$ cat src/design/ir_pwcd_pkg.sv
// Shared types, register indexes and reset constants for the IR pulse-width decoder.
package ir_pwcd_pkg;

    localparam int unsigned WORD_BITS_DEF = 16;

    localparam int unsigned CFG_W      = 16;
    localparam int unsigned CFG_IDX_W  = 3;
    localparam int unsigned TIME_W     = 16;
    localparam int unsigned HELD_W     = 4;
    localparam int unsigned CMD_OUT_W  = 16;

    localparam logic [CFG_W-1:0] SHORT_LIMIT_RST = 16'd5;
    localparam logic [CFG_W-1:0] BIT_SPLIT_RST   = 16'd15;
    localparam logic [CFG_W-1:0] LONG_LIMIT_RST  = 16'd30;
    localparam logic [CFG_W-1:0] KEY_FWD_RST     = 16'b0010010001010111;
    localparam logic [CFG_W-1:0] KEY_REW_RST     = 16'b0010110001010111;
    localparam logic [CFG_W-1:0] PLAY_KEY_RST    = 16'b0000010001010111;
    localparam logic [CFG_W-1:0] STOP_KEY_RST    = 16'b0001010001010111;

    typedef enum logic [CFG_IDX_W-1:0] {
        CFG_SHORT_LIMIT = 3'd0,
        CFG_BIT_SPLIT   = 3'd1,
        CFG_LONG_LIMIT  = 3'd2,
        CFG_KEY_FWD     = 3'd3,
        CFG_KEY_REW     = 3'd4,
        CFG_PLAY_KEY    = 3'd5,
        CFG_STOP_KEY    = 3'd6
    } t_cfg_idx;

    typedef enum logic [1:0] {
        KIND_LONG  = 2'd0,
        KIND_ONE   = 2'd1,
        KIND_ZERO  = 2'd2,
        KIND_SHORT = 2'd3
    } t_kind;

    typedef enum logic [2:0] {
        ACT_NONE    = 3'd0,
        ACT_FORWARD = 3'd1,
        ACT_REWIND  = 3'd2,
        ACT_PLAY    = 3'd3,
        ACT_STOP    = 3'd4
    } t_action;

    typedef struct packed {
        logic [CFG_W-1:0] short_limit;
        logic [CFG_W-1:0] bit_split;
        logic [CFG_W-1:0] long_limit;
        logic [CFG_W-1:0] key_fwd;
        logic [CFG_W-1:0] key_rew;
        logic [CFG_W-1:0] play_key;
        logic [CFG_W-1:0] stop_key;
    } t_cfg;

    typedef struct packed {
        t_kind                kind;
        logic [HELD_W-1:0]    bits_held;
        logic                 new_command;
        logic [CMD_OUT_W-1:0] command_word;
        t_action              action;
    } t_result;

endpackage

$ cat src/design/ir_pwcd_cfg.sv
// Configuration register file: thresholds and key codes.
module ir_pwcd_cfg (
    input  logic                                i_clk,
    input  logic                                i_rst_n,
    input  logic                                i_wr,
    input  logic [ir_pwcd_pkg::CFG_IDX_W-1:0]   i_index,
    input  logic [ir_pwcd_pkg::CFG_W-1:0]       i_data,
    output ir_pwcd_pkg::t_cfg                   o_cfg
);
    import ir_pwcd_pkg::*;

    t_cfg r_cfg;
    t_cfg n_cfg;

    always_comb begin
        n_cfg = r_cfg;
        if (i_wr) begin
            case (t_cfg_idx'(i_index))
                CFG_SHORT_LIMIT: n_cfg.short_limit = i_data;
                CFG_BIT_SPLIT:   n_cfg.bit_split   = i_data;
                CFG_LONG_LIMIT:  n_cfg.long_limit  = i_data;
                CFG_KEY_FWD:     n_cfg.key_fwd     = i_data;
                CFG_KEY_REW:     n_cfg.key_rew     = i_data;
                CFG_PLAY_KEY:    n_cfg.play_key    = i_data;
                CFG_STOP_KEY:    n_cfg.stop_key    = i_data;
                default:         n_cfg = r_cfg;   // unused index: ignored
            endcase
        end
    end

    always_ff @(posedge i_clk) begin
        if (!i_rst_n) begin
            r_cfg.short_limit <= SHORT_LIMIT_RST;
            r_cfg.bit_split   <= BIT_SPLIT_RST;
            r_cfg.long_limit  <= LONG_LIMIT_RST;
            r_cfg.key_fwd     <= KEY_FWD_RST;
            r_cfg.key_rew     <= KEY_REW_RST;
            r_cfg.play_key    <= PLAY_KEY_RST;
            r_cfg.stop_key    <= STOP_KEY_RST;
        end else begin
            r_cfg <= n_cfg;
        end
    end

    assign o_cfg = r_cfg;

endmodule

$ cat src/design/ir_pwcd_decode.sv
// Interval classification, bit assembly, command latch and key match.
module ir_pwcd_decode #(
    parameter int unsigned WORD_BITS = ir_pwcd_pkg::WORD_BITS_DEF
) (
    input  logic                              i_clk,
    input  logic                              i_rst_n,
    input  logic                              i_step,
    input  logic [ir_pwcd_pkg::TIME_W-1:0]    i_edge_time,
    input  ir_pwcd_pkg::t_cfg                 i_cfg,
    output ir_pwcd_pkg::t_result              o_res
);
    import ir_pwcd_pkg::*;

    localparam int unsigned POS_W = $clog2(WORD_BITS + 1);
    localparam int unsigned CMP_W = (WORD_BITS > CFG_W) ? WORD_BITS : CFG_W;
    localparam logic [POS_W-1:0] POS_FULL = POS_W'(WORD_BITS);

    logic [TIME_W-1:0]    r_last_edge;
    logic [WORD_BITS-1:0] r_word;
    logic [POS_W-1:0]     r_pos;
    logic [WORD_BITS-1:0] r_latched;
    t_result              r_res;

    logic [TIME_W-1:0]    gap;
    t_kind                kind;
    logic [WORD_BITS-1:0] n_word;
    logic [POS_W-1:0]     n_pos;
    logic [WORD_BITS-1:0] n_latched;
    logic                 n_done;
    logic [CMP_W-1:0]     cmd_ext;
    t_action              n_action;

    assign gap = i_edge_time - r_last_edge;

    // tests run in fixed order, so out-of-order limits just hide classes
    always_comb begin
        if (gap <= i_cfg.short_limit) begin
            kind = KIND_SHORT;
        end else if (gap <= i_cfg.bit_split) begin
            kind = KIND_ZERO;
        end else if (gap <= i_cfg.long_limit) begin
            kind = KIND_ONE;
        end else begin
            kind = KIND_LONG;
        end
    end

    always_comb begin
        n_word    = r_word;
        n_pos     = r_pos;
        n_latched = r_latched;
        n_done    = 1'b0;
        case (kind)
            KIND_LONG: begin
                n_word = '0;
                n_pos  = '0;
            end
            KIND_ONE: begin
                n_word = r_word | ({{(WORD_BITS-1){1'b0}}, 1'b1} << r_pos);
                n_pos  = r_pos + 1'b1;
            end
            KIND_ZERO: begin
                n_pos  = r_pos + 1'b1;
            end
            default: ;
        endcase
        if (n_pos == POS_FULL) begin
            n_latched = n_word;
            n_word    = '0;
            n_pos     = '0;
            n_done    = 1'b1;
        end
    end

    // first match wins: forward, rewind, play, stop
    always_comb begin
        cmd_ext = CMP_W'(n_latched);
        if (cmd_ext == CMP_W'(i_cfg.key_fwd)) begin
            n_action = ACT_FORWARD;
        end else if (cmd_ext == CMP_W'(i_cfg.key_rew)) begin
            n_action = ACT_REWIND;
        end else if (cmd_ext == CMP_W'(i_cfg.play_key)) begin
            n_action = ACT_PLAY;
        end else if (cmd_ext == CMP_W'(i_cfg.stop_key)) begin
            n_action = ACT_STOP;
        end else begin
            n_action = ACT_NONE;
        end
    end

    always_ff @(posedge i_clk) begin
        if (!i_rst_n) begin
            r_last_edge <= '0;
            r_word      <= '0;
            r_pos       <= '0;
            r_latched   <= '0;
        end else if (i_step) begin
            r_last_edge <= i_edge_time;
            r_word      <= n_word;
            r_pos       <= n_pos;
            r_latched   <= n_latched;
        end
    end

    always_ff @(posedge i_clk) begin
        if (i_step) begin
            r_res.kind         <= kind;
            r_res.bits_held    <= HELD_W'(n_pos);
            r_res.new_command  <= n_done;
            r_res.command_word <= CMD_OUT_W'(n_latched);
            r_res.action       <= n_action;
        end
    end

    assign o_res = r_res;

    a_done_clears: assert property (@(posedge i_clk) disable iff (!i_rst_n)
        i_step && n_done |=> r_res.bits_held == '0 && r_pos == '0)
        else $error("completed command left bits in the partial word");

    a_long_clears: assert property (@(posedge i_clk) disable iff (!i_rst_n)
        i_step && kind == KIND_LONG |=> r_pos == '0 && !r_res.new_command)
        else $error("long interval did not clear the partial word");

    a_pos_range: assert property (@(posedge i_clk) disable iff (!i_rst_n)
        r_pos < POS_FULL)
        else $error("bit position reached the word length");

endmodule

$ cat src/design/ir_pulse_width_command_decoder.sv
// Top level of the IR pulse-width command decoder: handshakes and pipeline control.
//
//  Channel   Direction  Handshake              Payload
//  in        to block   i_in_valid/o_in_stall   i_edge_time
//  out       from block o_out_valid/i_out_stall o_pulse_kind, o_bits_held, o_new_command,
//                                              o_command_word, o_action
//  cfg       to block   i_cfg_valid/o_cfg_ready i_cfg_index, i_cfg_data
//
//  One request per cycle sustained while the output does not stall; the result is
//  registered after the input accept edge (input register, then the decode logic
//  into the result register). Rate is set by the state update in the decode stage.
//  Reset is synchronous and active low: thresholds and key codes return to their
//  defaults, decode state and both valid flags clear.
//  A stall on the output holds the result register; the input register still takes
//  one request, and o_in_stall rises only when both stages are full.
//  Configuration is always ready and takes effect on the next cycle.
module ir_pulse_width_command_decoder #(
    parameter int unsigned WORD_BITS = ir_pwcd_pkg::WORD_BITS_DEF
) (
    input  logic                                i_clk,
    input  logic                                i_rst_n,
    // input requests
    input  logic                                i_in_valid,
    output logic                                o_in_stall,
    input  logic [ir_pwcd_pkg::TIME_W-1:0]      i_edge_time,
    // result requests
    output logic                                o_out_valid,
    input  logic                                i_out_stall,
    output logic [1:0]                          o_pulse_kind,
    output logic [ir_pwcd_pkg::HELD_W-1:0]      o_bits_held,
    output logic                                o_new_command,
    output logic [ir_pwcd_pkg::CMD_OUT_W-1:0]   o_command_word,
    output logic [2:0]                          o_action,
    // configuration writes
    input  logic                                i_cfg_valid,
    output logic                                o_cfg_ready,
    input  logic [ir_pwcd_pkg::CFG_IDX_W-1:0]   i_cfg_index,
    input  logic [ir_pwcd_pkg::CFG_W-1:0]       i_cfg_data
);
    import ir_pwcd_pkg::*;

    logic              r_in_valid;
    logic [TIME_W-1:0] r_in_time;
    logic              r_out_valid;

    logic    out_free;   // result register empty or being drained
    logic    step;       // input register moves into the decode stage
    logic    in_accept;
    t_cfg    cfg;
    t_result res;

    assign out_free   = !r_out_valid || !i_out_stall;
    assign step       = r_in_valid && out_free;
    assign o_in_stall = r_in_valid && !out_free;
    assign in_accept  = i_in_valid && !o_in_stall;
    assign o_cfg_ready = 1'b1;

    // input register: refills in the same cycle it empties
    always_ff @(posedge i_clk) begin
        if (!i_rst_n) begin
            r_in_valid <= 1'b0;
        end else if (in_accept) begin
            r_in_valid <= 1'b1;
        end else if (step) begin
            r_in_valid <= 1'b0;
        end
    end

    always_ff @(posedge i_clk) begin
        if (in_accept) begin
            r_in_time <= i_edge_time;
        end
    end

    always_ff @(posedge i_clk) begin
        if (!i_rst_n) begin
            r_out_valid <= 1'b0;
        end else if (step) begin
            r_out_valid <= 1'b1;
        end else if (!i_out_stall) begin
            r_out_valid <= 1'b0;
        end
    end

    ir_pwcd_cfg u_cfg (
        .i_clk   (i_clk),
        .i_rst_n (i_rst_n),
        .i_wr    (i_cfg_valid && o_cfg_ready),
        .i_index (i_cfg_index),
        .i_data  (i_cfg_data),
        .o_cfg   (cfg)
    );

    ir_pwcd_decode #(
        .WORD_BITS (WORD_BITS)
    ) u_decode (
        .i_clk       (i_clk),
        .i_rst_n     (i_rst_n),
        .i_step      (step),
        .i_edge_time (r_in_time),
        .i_cfg       (cfg),
        .o_res       (res)
    );

    assign o_out_valid    = r_out_valid;
    assign o_pulse_kind   = res.kind;
    assign o_bits_held    = res.bits_held;
    assign o_new_command  = res.new_command;
    assign o_command_word = res.command_word;
    assign o_action       = res.action;

    a_stall_only_full: assert property (@(posedge i_clk) disable iff (!i_rst_n)
        o_in_stall |-> r_in_valid && r_out_valid && i_out_stall)
        else $error("input stalled while a stage was free");

    a_step_fills_out: assert property (@(posedge i_clk) disable iff (!i_rst_n)
        step |=> r_out_valid)
        else $error("decoded request lost before the result register");

    a_held_result: assert property (@(posedge i_clk) disable iff (!i_rst_n)
        r_out_valid && i_out_stall |-> !step)
        else $error("decode stage overwrote a stalled result");

endmodule
$ cat config.mk
export PLATFORM = sky130hd
export DESIGN_NAME = ir_pulse_width_command_decoder
export DESIGN_NICKNAME = d
export VERILOG_FILES = /design/src/design/ir_pwcd_pkg.sv /design/src/design/ir_pwcd_cfg.sv /design/src/design/ir_pwcd_decode.sv /design/src/design/ir_pulse_width_command_decoder.sv
export SDC_FILE = /design/constraint.sdc
export NUM_CORES = 1
export LEC_CHECK = 0
export ABC_CLOCK_PERIOD_IN_PS = 7300
export BUFFER_PORTS_ARGS = -buffer_cell sky130_fd_sc_hd__buf_2
export CORE_MARGIN = 4
export CORE_UTILIZATION = 62
export DETAILED_ROUTE_END_ITERATION = 7
export PLACE_DENSITY_LB_ADDON = 0.05
export SLEW_MARGIN = 10
export SYNTH_ARGS = -nofsm -noshare
export SYNTH_HDL_FRONTEND = slang
export SYNTH_SLANG_ARGS = --single-unit
$ cat constraint.sdc
create_clock -name i_clk -period 7.3 [get_ports i_clk]
set_input_delay 0.73 -clock i_clk [delete_from_list [all_inputs] [get_ports i_clk]]
set_output_delay 0.73 -clock i_clk [all_outputs]
set_load 0.05 [all_outputs]
==> run summary <==
Diodes inserted - 0
slowest stage cell, crit path - o41a_4
Tightest Hold Check Type - input pin to flip-flop
core box area - 0.0196 mm²
Antenna Nets Post-Route - 0
routed len/inst - 19.5 µm
die area - 0.0223 mm²
CP endpoint kind - flip-flop
Sw Ratio - 0.307
Final HPWL DP - 25,300 µm
max_slew headroom - 0.223
fin crit period - 6860 ps
vias in the first global route - 10,300
number of enable flip-flop cells after synthesis - 42
fill count - 1,648
type of the worst setup path - flip-flop to flip-flop
share of the synthesized area in the top cell type - 0.270
most frequent cells in the layout - nand2_1 (336), dfxtp_1 (167), a21boi_0 (99), xnor2_1 (99), inv_1 (77)
final hold viol count - 0
DRT iter0 DRCs - 811
worst-skew pair later-pin latency - 520 ps
hold path start - i_edge_time[11]
crit start category - flip-flop
ys async rst share - 0
grt ovf - 0
gr usage total - 0.312
CTS Sinks - 209
final setup violation count - 0
Net Sw Power - 0.000940 W
Least-Margin Pin Slew - 1160 ps
top cells by area, synth - dfxtp_1 (27%), nand2_1 (10%), edfxtp_1 (10%)
synthesized netlist cell count - 1,486
Area Growth Syn to Fin - 10.2%
Yosys warnings - 0
Die H - 149 µm
P per Cell Area - 224 mW/mm²
Routed WL - 34,900 µm
R2R Path Start - r_in_time[0]$_DFFE_PP_
TritonCTS buffer count - 22
Final Power - 0.00306 W
clk root buf - clkbuf_16
Final Max Slew Viols - 0
top cell type by total area after synthesis - dfxtp_1
Max Root-Sink Buffers - 3
Avg Inst Size Synth - 8.34 µm²
Seq/Total Area, Yosys - 0.372
peak supply drop - 0.000201 V
fin util - 0.697
# nets final - 1,624
critical path peak fanout - 40
predominant post-synthesis flop cell - dfxtp_1
crit-path max cell delay - 510 ps
Max-Cap Viols - 0
Lkg Pwr - 5.08 nW
H-tree depth - 1
1st-pass router iterations - 5
IO buf count - 67
total number of vias - 10,700
fraction of layout cells with a size suffix above 1 - 0.105
# IOs - 69
largest net degree at the start of global routing - 125
synthesis-stage register bit count - 209
Starting Density - 0.633
Int Pwr - 0.00212 W
sequential power share - 0.411
first-pass GRT wire length - 55,400 µm
Distinct cells, synth - 80
Worst EP arrival - 7120 ps
commonest non-fill, non-tap cell in the layout - nand2_1
gp weighted congestion - 0.990
Critical Path Source - r_in_time[0]$_DFFE_PP_
Tcrit/Tclk final - 0.940
Std-Cell Rows - 51
CTS tree - yes
Die W - 149 µm
status - complete, no violations
FMAX - 146 MHz
Critical Path RT - 7560 ps
initial antenna violation count - 0
clk slew on worst S/H paths - 60 ps
Gate power share - 0.223
Post-Syn Area - 0.0124 mm²
Layout Skew - 9.50 ps
Via density - 5.97
residual DRC count - 0
clock network power share - 0.366
Post-Syn Nets - 1,598
-- metrics by stage --
| step | instances | setup WS [ps] | TNS (ps) | area [µm²] | hold slack [ps] |
|---|---|---|---|---|---|
| 2_1_floorplan | 1486 | 651 | 0 | 12400 | 443 |
| 3_3_place_gp | 1747 | 22.7 | 0 | 12800 | 451 |
| 3_5_place_dp | 1747 | -231 | -602 | 12800 | 457 |
| 4_1_cts | 1787 | 0.953 | 0 | 13600 | 360 |
| 5_1_grt | 1793 | -16.9 | -32.4 | 13700 | 368 |
| 6_report | 1793 | 441 | 0 | 13700 | 377 |
-- state kept, by name, indices dropped and copies added (netlist names) --
register and cells:
u_cfg.o_cfg 112, u_decode.o_res 26, r_in_time 16, u_decode.r_last_edge 16, u_decode.r_latched 16, u_decode.r_word 16, u_decode.r_pos 5, o_out_valid 1
r_in_valid 1
-- per-layer routing --
metal	up-vias	wire length, µm	GRT usage
li1	5169	-	-
met3	114	1980	0.0368
met4	0	2230	0.165
met5	-	0	0
met2	405	16200	0.511
met1	5013	14500	0.404
-- final cells by class --
type / instances / area (µm²) / share of cell area
multi-input cells: 1107 / 7150 / 0.524
clock buffers: 36 / 663 / 0.0486
repair buffers: 92 / 542 / 0.0397
flip-flops and latches: 209 / 4600 / 0.337
well taps: 265 / 332 / 0.0243
clock inverters: 4 / 56.3 / 0.00412
inverters: 80 / 303 / 0.0222
-- final timing paths --
path	endpoint	slack, ps	cells after the start
worst min-delay path	r_in_time[11]$_DFFE_PP_	380	1
worst min register to register	u_decode.r_last_edge[6]$_SDFFE_PN0P_	460	2
worst max register to register	u_decode.o_res[2]$_SDFFCE_PP0P_	440	30
worst max-delay path	u_decode.o_res[2]$_SDFFCE_PP0P_	440	30
-- logic make-up after synthesis --
logic type	share of synthesized area
and+or+nand+nor	0.217
AOI/OAI and AO/OA	0.195
DFF	0.372
buffers and inverters	0.0549
xor gates and xnor gates	0.0862
adders and majority gates	0.0733
muxes	0.00172
other	0.000303
-- critical path: cells and delay by family (launching register included) --
kind                     cells  cell delay (ps)
adder cells (fa/ha/maj)      4             1360
AND/OR/NAND/NOR              9             1440
AO/OA/AOI/OAI               15             3150
flip-flops                   1              360
buffers and inverters        2              260
-- synth_stat cells, types with 7 or more instances --
master    count
nor4_1       26
xnor2_1      99
nor2b_1      28
a21oi_1      47
nand4_1      26
and2_1        7
clkbuf_1     77
o21ai_0      31
or3_1         7
nor3_1       20
o31ai_1       9
o21ai_1      15
a21o_1        9
xor2_1       23
nand3_1      49
o211ai_1     11
and3_1       12
nand2_1     338
edfxtp_1     42
inv_1        77
a21boi_0    102
dfxtp_1     167
o22ai_1      10
ha_1         71
nor2_1       48
nand2b_1     10
a21boi_1     11
o21a_1       12
a41oi_4       7
-- repair_timing --
action                     CTS  global route
setup buffers                0             6
hold buffers                 0             0
pin swaps                    0             4
gates resized for setup      2            14
hold endpoints to repair     0             0
setup endpoints to repair   13            24
-- power groups by stage --
stage | Clock [W] | Sequential (W) | Combinational (W)
global route | 0.00118 | 0.00126 | 0.000744
finish | 0.00112 | 0.00126 | 0.000682
CTS | 0.00114 | 0.00126 | 0.000651
detailed placement | 0 | 0.00128 | 0.000647
global placement | 0 | 0.00128 | 0.000639
floorplan | 0 | 0.00130 | 0.000449
No activity file was read; power rests on OpenSTA's default activity.
